**src/rtl/core/bdel_pkg.sv**
```systemverilog
package bdel_pkg;

  localparam int VALUE_W = 32;

  typedef enum logic [2:0] {
    FN_PUSH_FRONT = 3'd0,
    FN_PUSH_BACK  = 3'd1,
    FN_POP_FRONT  = 3'd2,
    FN_POP_BACK   = 3'd3,
    FN_SEARCH     = 3'd4,
    FN_REMOVE     = 3'd5
  } func_t;

  typedef enum logic [1:0] {
    ST_OK        = 2'd0,
    ST_EMPTY     = 2'd1,
    ST_FULL      = 2'd2,
    ST_NOT_FOUND = 2'd3
  } status_t;

  typedef enum logic [2:0] {
    CELL_HOLD,
    CELL_SHIFT_R,
    CELL_APPEND,
    CELL_SHIFT_L,
    CELL_ROTATE
  } cell_cmd_t;

  typedef enum logic {
    S_IDLE,
    S_SCAN
  } state_t;

  typedef struct packed {
    logic                      valid;
    logic signed [VALUE_W-1:0] value;
  } cell_data_t;

endpackage

```
**src/rtl/core/bdel_in_if.sv**
```systemverilog
interface bdel_in_if;
  import bdel_pkg::*;

  logic                      valid;
  logic                      ready;
  logic [2:0]                func;
  logic signed [VALUE_W-1:0] value_in;

  modport source (output valid, output func, output value_in, input ready);
  modport sink (input valid, input func, input value_in, output ready);
endinterface

```
**src/rtl/core/bdel_out_if.sv**
```systemverilog
interface bdel_out_if #(
  parameter int COUNT_W = 5
);
  import bdel_pkg::*;

  logic                      valid;
  logic                      ready;
  logic signed [VALUE_W-1:0] value_out;
  logic                      found;
  logic [1:0]                status;
  logic [COUNT_W-1:0]        entry_count;

  modport source (output valid, output value_out, output found, output status,
                  output entry_count, input ready);
  modport sink (input valid, input value_out, input found, input status,
                input entry_count, output ready);
endinterface

```
**src/rtl/core/bdel_cell.sv**
```systemverilog
module bdel_cell (
  input  logic                           clk,
  input  logic                           rst,
  input  bdel_pkg::cell_cmd_t            cmd,
  input  logic signed [bdel_pkg::VALUE_W-1:0] new_value,
  input  logic signed [bdel_pkg::VALUE_W-1:0] head_value,
  input  bdel_pkg::cell_data_t           left,
  input  bdel_pkg::cell_data_t           right,
  output bdel_pkg::cell_data_t           data
);
  import bdel_pkg::*;

  cell_data_t data_next;

  always_comb begin
    data_next = data;
    case (cmd)
      CELL_SHIFT_R: data_next = left;
      CELL_SHIFT_L: data_next = right;
      CELL_APPEND: begin
        if (!data.valid && left.valid) begin
          data_next.valid = 1'b1;
          data_next.value = new_value;
        end
      end
      CELL_ROTATE: begin
        // valid entries circulate toward the front; the head value wraps around to the last valid cell
        if (data.valid) begin
          data_next.value = right.valid ? right.value : head_value;
        end
      end
      default: data_next = data;
    endcase
  end

  always_ff @(posedge clk) begin
    if (rst) begin
      data.valid <= 1'b0;
    end else begin
      data.valid <= data_next.valid;
    end
    data.value <= data_next.value;
  end

endmodule

```
**src/rtl/core/bounded_double_ended_list.sv**
```systemverilog
// Ordered list of up to CAPACITY signed 32-bit values kept in a row of cells,
// front entry in the first cell, with one result per item (value taken by a
// pop, found flag, status and entry count after the item). Push front, push
// back, pop front, unknown codes, a push into a full list and any item on an
// empty list answer without a scan. Pop back, search and remove on a list
// that holds entries rotate the held entries once around the row past the
// first cell, one step a cycle; a matching entry or the back entry is dropped
// as it passes the first cell, which leaves the order intact. One item is
// worked at a time; a finished result sits in the output register and a new
// item is taken as it leaves. The rsp interface must be built with COUNT_W
// equal to clog2(CAPACITY + 1), which is 5 at the default capacity.
module bounded_double_ended_list #(
  parameter int CAPACITY = 16
) (
  input  logic              clk,
  input  logic              rst,
  bdel_in_if.sink           req,
  bdel_out_if.source        rsp
);
  import bdel_pkg::*;

  localparam int CNT_W = $clog2(CAPACITY + 1);
  localparam logic [CNT_W-1:0] CAP_COUNT = CNT_W'(CAPACITY);

  state_t                    state;
  state_t                    state_next;
  func_t                     op;
  logic signed [VALUE_W-1:0] key;
  logic [CNT_W-1:0]          step;
  logic [CNT_W-1:0]          scan_len;
  logic                      hit;
  logic [CNT_W-1:0]          held_count;

  logic                      accept;
  logic                      load_rsp;
  logic [CNT_W-1:0]          held_count_next;
  logic                      hit_next;
  logic signed [VALUE_W-1:0] value_out_next;
  logic                      found_next;
  status_t                   status_next;
  cell_cmd_t                 cmd;
  logic                      head_match;
  logic                      last_step;

  cell_data_t                cells [CAPACITY];
  cell_data_t                lefts [CAPACITY];
  cell_data_t                rights [CAPACITY];

  assign req.ready  = (state == S_IDLE) && (!rsp.valid || rsp.ready);
  assign accept     = req.valid && req.ready;
  assign head_match = cells[0].valid && (cells[0].value == key);
  assign last_step  = (step == scan_len - CNT_W'(1));

  always_comb begin
    state_next = state;
    case (state)
      S_IDLE: begin
        if (accept && held_count != '0 &&
            (func_t'(req.func) == FN_POP_BACK || func_t'(req.func) == FN_SEARCH ||
             func_t'(req.func) == FN_REMOVE)) begin
          state_next = S_SCAN;
        end
      end
      S_SCAN: begin
        if (last_step) begin
          state_next = S_IDLE;
        end
      end
      default: state_next = S_IDLE;
    endcase
  end

  always_comb begin
    cmd             = CELL_HOLD;
    load_rsp        = 1'b0;
    held_count_next = held_count;
    hit_next        = hit;
    value_out_next  = '0;
    found_next      = 1'b0;
    status_next     = ST_OK;
    case (state)
      S_IDLE: begin
        hit_next = 1'b0;
        if (accept) begin
          case (func_t'(req.func))
            FN_PUSH_FRONT, FN_PUSH_BACK: begin
              load_rsp = 1'b1;
              if (held_count == CAP_COUNT) begin
                status_next = ST_FULL;
              end else begin
                cmd = (func_t'(req.func) == FN_PUSH_FRONT) ? CELL_SHIFT_R : CELL_APPEND;
                held_count_next = held_count + CNT_W'(1);
              end
            end
            FN_POP_FRONT: begin
              load_rsp = 1'b1;
              if (held_count == '0) begin
                status_next = ST_EMPTY;
              end else begin
                cmd             = CELL_SHIFT_L;
                value_out_next  = cells[0].value;
                held_count_next = held_count - CNT_W'(1);
              end
            end
            FN_POP_BACK, FN_SEARCH, FN_REMOVE: begin
              if (held_count == '0) begin
                load_rsp    = 1'b1;
                status_next = ST_EMPTY;
              end
            end
            default: load_rsp = 1'b1;
          endcase
        end
      end
      S_SCAN: begin
        cmd = CELL_ROTATE;
        case (op)
          FN_POP_BACK: begin
            if (last_step) begin
              cmd             = CELL_SHIFT_L;
              load_rsp        = 1'b1;
              value_out_next  = cells[0].value;
              held_count_next = held_count - CNT_W'(1);
            end
          end
          FN_SEARCH, FN_REMOVE: begin
            if (!hit && head_match) begin
              hit_next = 1'b1;
              if (op == FN_REMOVE) begin
                cmd             = CELL_SHIFT_L;
                held_count_next = held_count - CNT_W'(1);
              end
            end
            if (last_step) begin
              load_rsp    = 1'b1;
              found_next  = hit_next;
              status_next = hit_next ? ST_OK : ST_NOT_FOUND;
            end
          end
          default: begin
            cmd      = CELL_HOLD;
            load_rsp = last_step;
          end
        endcase
      end
      default: cmd = CELL_HOLD;
    endcase
  end

  always_ff @(posedge clk) begin
    if (rst) begin
      state      <= S_IDLE;
      step       <= '0;
      hit        <= 1'b0;
      held_count <= '0;
      rsp.valid  <= 1'b0;
    end else begin
      state      <= state_next;
      hit        <= hit_next;
      held_count <= held_count_next;
      step       <= (state == S_SCAN) ? step + CNT_W'(1) : '0;
      if (load_rsp) begin
        rsp.valid <= 1'b1;
      end else if (rsp.ready) begin
        rsp.valid <= 1'b0;
      end
    end
  end

  always_ff @(posedge clk) begin
    if (accept) begin
      op       <= func_t'(req.func);
      key      <= req.value_in;
      scan_len <= held_count;
    end
    if (load_rsp) begin
      rsp.value_out   <= value_out_next;
      rsp.found       <= found_next;
      rsp.status      <= status_next;
      rsp.entry_count <= held_count_next;
    end
  end

  for (genvar i = 0; i < CAPACITY; i++) begin : g_cell
    if (i == 0) begin : g_first
      assign lefts[i] = '{valid: 1'b1, value: req.value_in};
    end else begin : g_mid_left
      assign lefts[i] = cells[i-1];
    end
    if (i == CAPACITY - 1) begin : g_last
      assign rights[i] = '{valid: 1'b0, value: '0};
    end else begin : g_mid_right
      assign rights[i] = cells[i+1];
    end

    bdel_cell u_cell (
      .clk        (clk),
      .rst        (rst),
      .cmd        (cmd),
      .new_value  (req.value_in),
      .head_value (cells[0].value),
      .left       (lefts[i]),
      .right      (rights[i]),
      .data       (cells[i])
    );
  end

endmodule

```
**src/flat_wrapper.sv**
```systemverilog
// flat-port wrapper written by rule: the top's interface ports become plain ports
module bounded_double_ended_list_flat import bdel_pkg::*;
#(
  parameter int CAPACITY = 16
)
  (clk, rst, req_valid, req_func, req_value_in, req_ready, rsp_valid, rsp_value_out, rsp_found, rsp_status, rsp_entry_count, rsp_ready);
  bdel_in_if req_i ();
  bdel_out_if #(.COUNT_W((5))) rsp_i ();
  input  logic clk;
  input  logic rst;
  input wire logic [$bits(req_i.valid)-1:0] req_valid;
  input wire logic [$bits(req_i.func)-1:0] req_func;
  input wire logic [$bits(req_i.value_in)-1:0] req_value_in;
  output wire logic [$bits(req_i.ready)-1:0] req_ready;
  output wire logic [$bits(rsp_i.valid)-1:0] rsp_valid;
  output wire logic [$bits(rsp_i.value_out)-1:0] rsp_value_out;
  output wire logic [$bits(rsp_i.found)-1:0] rsp_found;
  output wire logic [$bits(rsp_i.status)-1:0] rsp_status;
  output wire logic [$bits(rsp_i.entry_count)-1:0] rsp_entry_count;
  input wire logic [$bits(rsp_i.ready)-1:0] rsp_ready;
  assign req_i.valid = req_valid;
  assign req_i.func = req_func;
  assign req_i.value_in = req_value_in;
  assign req_ready = req_i.ready;
  assign rsp_valid = rsp_i.valid;
  assign rsp_value_out = rsp_i.value_out;
  assign rsp_found = rsp_i.found;
  assign rsp_status = rsp_i.status;
  assign rsp_entry_count = rsp_i.entry_count;
  assign rsp_i.ready = rsp_ready;
  bounded_double_ended_list #(.CAPACITY(CAPACITY)) u_core (.clk(clk), .rst(rst), .req(req_i), .rsp(rsp_i));
endmodule
```
**config.mk**
```make
export PLATFORM = sky130hd
export DESIGN_NAME = bounded_double_ended_list_flat
export DESIGN_NICKNAME = d
export VERILOG_FILES = /design/src/rtl/core/bdel_pkg.sv /design/src/rtl/core/bdel_in_if.sv /design/src/rtl/core/bdel_out_if.sv /design/src/rtl/core/bdel_cell.sv /design/src/rtl/core/bounded_double_ended_list.sv /design/src/flat_wrapper.sv
export SDC_FILE = /design/constraint.sdc
export NUM_CORES = 1
export LEC_CHECK = 0
export BUFFER_PORTS_ARGS = -buffer_cell sky130_fd_sc_hd__clkbuf_2
export CORE_AREA = 2 2 384 386
export CTS_CLUSTER_DIAMETER = 120
export CTS_CLUSTER_SIZE = 12
export DETAILED_ROUTE_END_ITERATION = 7
export DIE_AREA = 0 0 386 388
export PLACE_DENSITY_LB_ADDON = 0.3
export SYNTH_ARGS = -nofsm -noshare
export SYNTH_HDL_FRONTEND = slang
export SYNTH_HIERARCHICAL = 1
export SYNTH_SLANG_ARGS = --single-unit
```
**constraint.sdc**
```tcl
create_clock -name clk -period 24.1 [get_ports clk]
set_clock_uncertainty 0.2 [all_clocks]
set_input_delay 3.615 -clock clk [delete_from_list [all_inputs] [get_ports clk]]
set_output_delay 3.615 -clock clk [all_outputs]
set_load 0.05 [all_outputs]
```
**Yosys cells after proc, flatten, opt, wreduce, memory -nomap -nowiden**

Cells that the tools add are included.

- Add/subtract/negate cells: 4
- Multipliers: 0
- Div/mod/pow operators: 0
- Magnitude comparators: 0
- Equal/unequal tests: 48
- Shifts and indexed selects: 0
- Muxes and demuxes: 128
- Bitwise operators: 1
- Reductions and logical operators: 85

Operators by type and width:

| operator | number |
|---|---|
| $pmux W32 S4 | 16 |
| $mux W32 | 37 |
| $mux W33 | 15 |
| $ne A2 B2 Y1 const B | 33 |
| $pmux W32 S2 | 1 |
| $pmux W1 S3 | 16 |
| $reduce_and A3 Y1 | 16 |
| $eq A32 B32 Y1 | 1 |
| $mux W5 | 6 |
| $pmux W5 S2 | 3 |
| $reduce_and A2 Y1 | 15 |
| $logic_and A1 B1 Y1 | 21 |
| $pmux W3 S2 | 3 |
| $logic_not A1 Y1 | 17 |
| $eq A3 B2 Y1 const B | 5 |
| $eq A3 B3 Y1 const B | 5 |
| $mux W3 | 5 |
| $mux W1 | 14 |
| $mux W2 | 7 |
| $add A5 B1 Y5 const B | 2 |
| $sub A5 B1 Y5 const B | 2 |
| $pmux W2 S2 | 2 |
| $eq A3 B1 Y1 const B | 2 |
| $pmux W1 S2 | 3 |
| other kinds (14) | 19 |

- Register bits after elaboration: 621
- Latch bits: 0
- Bits in writable memories: 0
- ROM bits: 0
- Input port bits: 39
- Output and inout bits: 42
- Logic and storage cells: 310
- Memories: 0

**Longest topological paths before layout**

- Depth after elaboration: 10
- Mapped depth: 16
- Mapped depth without buffers: 12

**Modules after synthesis**

The synthesis kept the hierarchy.

By module, submodules not included:

| module | times used | cells an instance | area each (µm²) | seq. area each (µm²) |
|---|---|---|---|---|
| bdel_cell | 16 | 262 | 2,909.0 | 980.9 |
| bounded_double_ended_list | 1 | 333 | 4,247.8 | 2,662.6 |

**Worst setup path after synthesis**

No wires, ideal clock.

- Path kind: input-to-reg
- Start: input rsp_ready
- End: register u_core/g_cell[0].u_cell/data[0] (netlist name) (enable)
- Library setup time: 0.466 ns
- Arrival: 16.076 ns
- Required time: 23.434 ns
- Setup slack: 7.358 ns
- Stages on the path: 8
- Path buffers: 1
- Path through: nand2b_1 > nand3_1 > inv_1 > o21ai_0 > o31ai_1 > clkbuf_1 > a31oi_1 > o21ai_0

- Word-level cells in the longest chain between the ends: 8
- Elaborated cells on any way between the ends: 14
- Classes of those cells: 7 x eq/ne; 2 x mux; 5 x reduce/logical

Ends and longest elaborated chain:

| what | line | RTL |
|---|---|---|
| start: declaration | flat_wrapper.sv:20 | `input wire logic [$bits(rsp_i.ready)-1:0] rsp_ready;` |
| $logic_or A1 B1 Y1 (*) | bounded_double_ended_list.sv:49 | `assign req.ready = (state == S_IDLE) && (!rsp.valid \|\| rsp.ready);` |
| $logic_and A1 B1 Y1 (*) | bounded_double_ended_list.sv:49 |  |
| $logic_and A1 B1 Y1 (*) | bounded_double_ended_list.sv:50 | `assign accept = req.valid && req.ready;` |
| named net u_core.accept | bounded_double_ended_list.sv:34 | `logic accept;` |
| $mux W3 (*) | bounded_double_ended_list.sv:84 | `if (accept) begin` |
| $pmux W3 S2 (*) | bounded_double_ended_list.sv:81 | `case (state)` |
| named net u_core.cmd[1] | bounded_double_ended_list.sv:41 | `cell_cmd_t cmd;` |
| $eq A3 B2 Y1 (tied with other cells) | bdel_cell.sv:17 | `case (cmd)` |
| $ne A2 B2 Y1 (no line) / $reduce_bool A4 Y1 (equally long branches) | n/a |  |
| $reduce_and A4 Y1 (no line) (*) | n/a |  |
| end: declaration | bdel_cell.sv:9 | `output bdel_pkg::cell_data_t data` |

Mark *: on every way through the listed nets, which the timed path passes. The rest lies on a longest branch.
A chain may end at the register's enable or synchronous reset.

==> flow_summary.json <==
{
  "ant_nets": 0,
  "coreArea_um2": 145200,
  "ys_types": 71,
  "clock-root-buffer": "clkbuf_16",
  "crit_path_start_kind": "input pin",
  "totalWireLength_mm": 147.2,
  "clk_pin_slew_worst_paths_ns": 0.07,
  "hpwl_mm": 98.00,
  "track_usage": 0.1903,
  "hold-worst-slack_ns": 0.2835,
  "diodes": 0,
  "core.rowCount": 140,
  "yosysMostFrequentCell": "nand2_1",
  "nFillCells": 14100,
  "power_frac_seq": 0.512,
  "dieArea_um2": 149800,
  "finalNonFillerCells": 6334,
  "cts_buffers": 57,
  "final_util": 0.3644,
  "cts_resized": 0,
  "grt_max_degree": 168,
  "path_buf_inv": 5,
  "synth_fa_ha_area_frac": 0.001478,
  "tightest_slew_ns": 1.254,
  "place_ws_ns": 14.48,
  "clock_latency_ns": 0.68,
  "status": "complete, no violations",
  "synth_ff_type": "edfxtp_1",
  "cp.arrival_ns": 9.45,
  "slew-limit-headroom": 0.1605,
  "reg2reg_depth": 14,
  "synth-simple-area-share": 0.1327,
  "post_cts_buffers": 0,
  "drt-initial-drc-count": 2970,
  "hp-class": "reg2reg",
  "gp_congestion": 0.7847,
  "cp_top_family": "buffers and inverters",
  "antenna_found_initial": 3,
  "min_period_ns": 9.140,
  "powerDensity_nw_per_um2": 45.51,
  "ios": 81,
  "synth-compound-area-share": 0.2540,
  "cpPeakStageDelay_ns": 1.05,
  "yosysTopAreaCellShare": 0.3500,
  "maxCapViolations": 0,
  "synthTopCellsByArea": "edfxtp_1 (35%), a32oi_2 (10%), mux2i_1 (7.9%)",
  "switching_share": 0.2672,
  "leakage_nw": 14.96,
  "total_power_mw": 2.408,
  "hold_path_depth": 1,
  "layout.nets": 4439,
  "p_int_mw": 1.765,
  "synth_top_family_by_area": "compound AO/OA/AOI/OAI gates",
  "cp.depth": 11,
  "worstSetupPathType": "in2reg",
  "vias": 36440,
  "comb_power_share": 0.122,
  "slowest_stage": "nor2b_2",
  "cp_cell_sequence": "clkbuf_2 > nor3b_2 > o21ai_0 > o31ai_4 > buf_4 > buf_12 > buf_4 > buf_4 > nor2b_2 > nand2_1 > a32oi_2",
  "yosysTopAreaCell": "edfxtp_1",
  "setup_viol": 0,
  "hold_buffers": 0,
  "ys_async_sr_fraction": 0,
  "avgSynthCellArea_um2": 11.22,
  "clock_path_buffers": 3,
  "post_drt_via_cell_ratio": 5.753,
  "drc": 0,
  "ys_ff_latch": 621,
  "synthCells": 4525,
  "cp_max_fo": 167,
  "synth-xor-area-share": 0.006035,
  "p_switching_mw": 0.6434,
  "die_h_um": 388,
  "h-tree-depth": 2,
  "ir_worst_vdd_v": 0.00006050,
  "area_growth_pct": 4.173,
  "setup_slack_ns": 14.96,
  "ys_seq_area_frac": 0.3614,
  "synth_common_cells": "nand2_1 (780), edfxtp_1 (592), mux2i_1 (402)",
  "placed_area_um2": 51350,
  "start_util": 0.3498,
  "grt_overflow_total": 0,
  "post-route-cell-area_um2": 52910,
  "wire_per_inst_um": 23.23,
  "grt_pass1_wl_mm": 229.8,
  "maxSlewViolCount": 0,
  "cp_common_cell": "buf_4",
  "cp.required_ns": 24.41,
  "io_buffers": 80,
  "synth_edf_count": 592,
  "netlist_area_um2": 50790,
  "synth_warnings": 6,
  "cts.sinks": 621,
  "drive_above_1_share": 0.2042,
  "p_clk_frac": 0.366,
  "tns_ns": 0,
  "hold_viol": 0,
  "end_kind": "register",
  "fin_crit_sh": 0.3792,
  "first_global_vias": 37720,
  "rsz0062_at_grt": "false",
  "fp.dieW_um": 386,
  "dr.pass1.iters": 8,
  "cts_tree": "built",
  "dp.cells": 6252,
  "max_freq_mhz": 109.4,
  "synth.area.mux_share": 0.1736
}
## metal layers
layer / global-route usage / share of wire / wire length (um)
met5: 0 / 0.00025 / 37
met1: 0.2416 / 0.43 / 63070
met4: 0.04966 / 0.024 / 3496
met2: 0.3413 / 0.52 / 76220
met3: 0.01878 / 0.029 / 4327
## cells by family after synthesis
logic type               Yosys count
AND/OR/NAND/NOR                 1294
AO/OA/AOI/OAI                   1285
multiplexers                     822
flip-flops                       621
buffers and inverters            460
XOR/XNOR                          35
adder cells (fa/ha/maj)            6
other                              2
## power groups by stage
stage / sequential (mW) / combinational [mW] / clock [mW]
6_report: 1.23 / 0.294 / 0.883
5_1_grt: 1.23 / 0.316 / 0.939
4_1_cts: 1.23 / 0.293 / 0.911
3_5_place_dp: 1.26 / 0.292 / 0
3_3_place_gp: 1.26 / 0.287 / 0
2_1_floorplan: 1.27 / 0.214 / 0
## state kept, by name, summed over array words and instances (netlist names), 2 cells and up
| signal | flops |
|---|---|
| u_core/step | 5 |
| u_core/rsp.entry_count | 5 |
| u_core/op | 3 |
| u_core/scan_len | 5 |
| u_core/rsp.status | 2 |
| u_core/rsp.value_out | 32 |
| u_core/held_count | 5 |
| u_core/key | 32 |
| u_core/g_cell.u_cell/data | 528 |
## worst register-to-register path, stage by stage, from the launching register on
cell	delay (ns)
edfxtp_1	0.97
xor2_1	0.37
nor4_1	0.89
nand4_1	0.31
nor4_4	0.52
a22o_1	0.45
nand2_1	0.21
o31ai_4	0.11
buf_4	0.74
buf_12	0.69
buf_4	0.68
buf_4	0.72
nor2b_2	1.08
nand2_1	0.18
a32oi_2	0.25
## worst paths after layout
check                                                         to  slack (ns)                              from
worst min-delay path                              u_core/step[0]        0.28                    u_core/step[0]
worst max register to register  u_core/g_cell[3].u_cell/data[13]       15.55  u_core/g_cell[0].u_cell/data[11]
worst max-delay path            u_core/g_cell[3].u_cell/data[13]       14.96                       req_func[1]
worst min register to register                    u_core/step[0]        0.28                    u_core/step[0]
## cells in the final DEF (no fill, tap or decap), types with 19 or more instances in the layout
cell | Yosys | layout
nand2_1 | 780 | 780
edfxtp_1 | 592 | 592
mux2i_1 | 402 | 402
o21bai_1 | 400 | 400
a32oi_2 | 320 | 320
mux2_1 | 288 | 288
nor2b_1 | 214 | 201
o21ai_0 | 137 | 120
mux2_2 | 115 | 115
o22ai_1 | 115 | 114
a2bb2oi_2 | 112 | 112
clkbuf_2 | 0 | 80
buf_4 | 96 | 68
conb_1 | 2 | 67
a32oi_1 | 65 | 65
clkbuf_16 | 0 | 57
inv_1 | 51 | 50
nor2_1 | 50 | 49
nand2b_1 | 35 | 35
and2_1 | 32 | 32
nor2b_4 | 32 | 32
and2b_1 | 32 | 32
a21oi_1 | 28 | 28
xor2_1 | 23 | 23
clkbuf_1 | 55 | 21
a31oi_1 | 19 | 19
## cell type report
type	count	area [um2]	area share
repair buffers	154	1031	0.01948
well taps	1917	2399	0.04533
clock inverters	3	41.29	0.0007803
clock buffers	79	1519	0.02871
multi-input cells	3509	29350	0.5548
inverters	51	191.4	0.003618
flip-flops and latches	621	18380	0.3473
(Power assumes the default switching activity.)
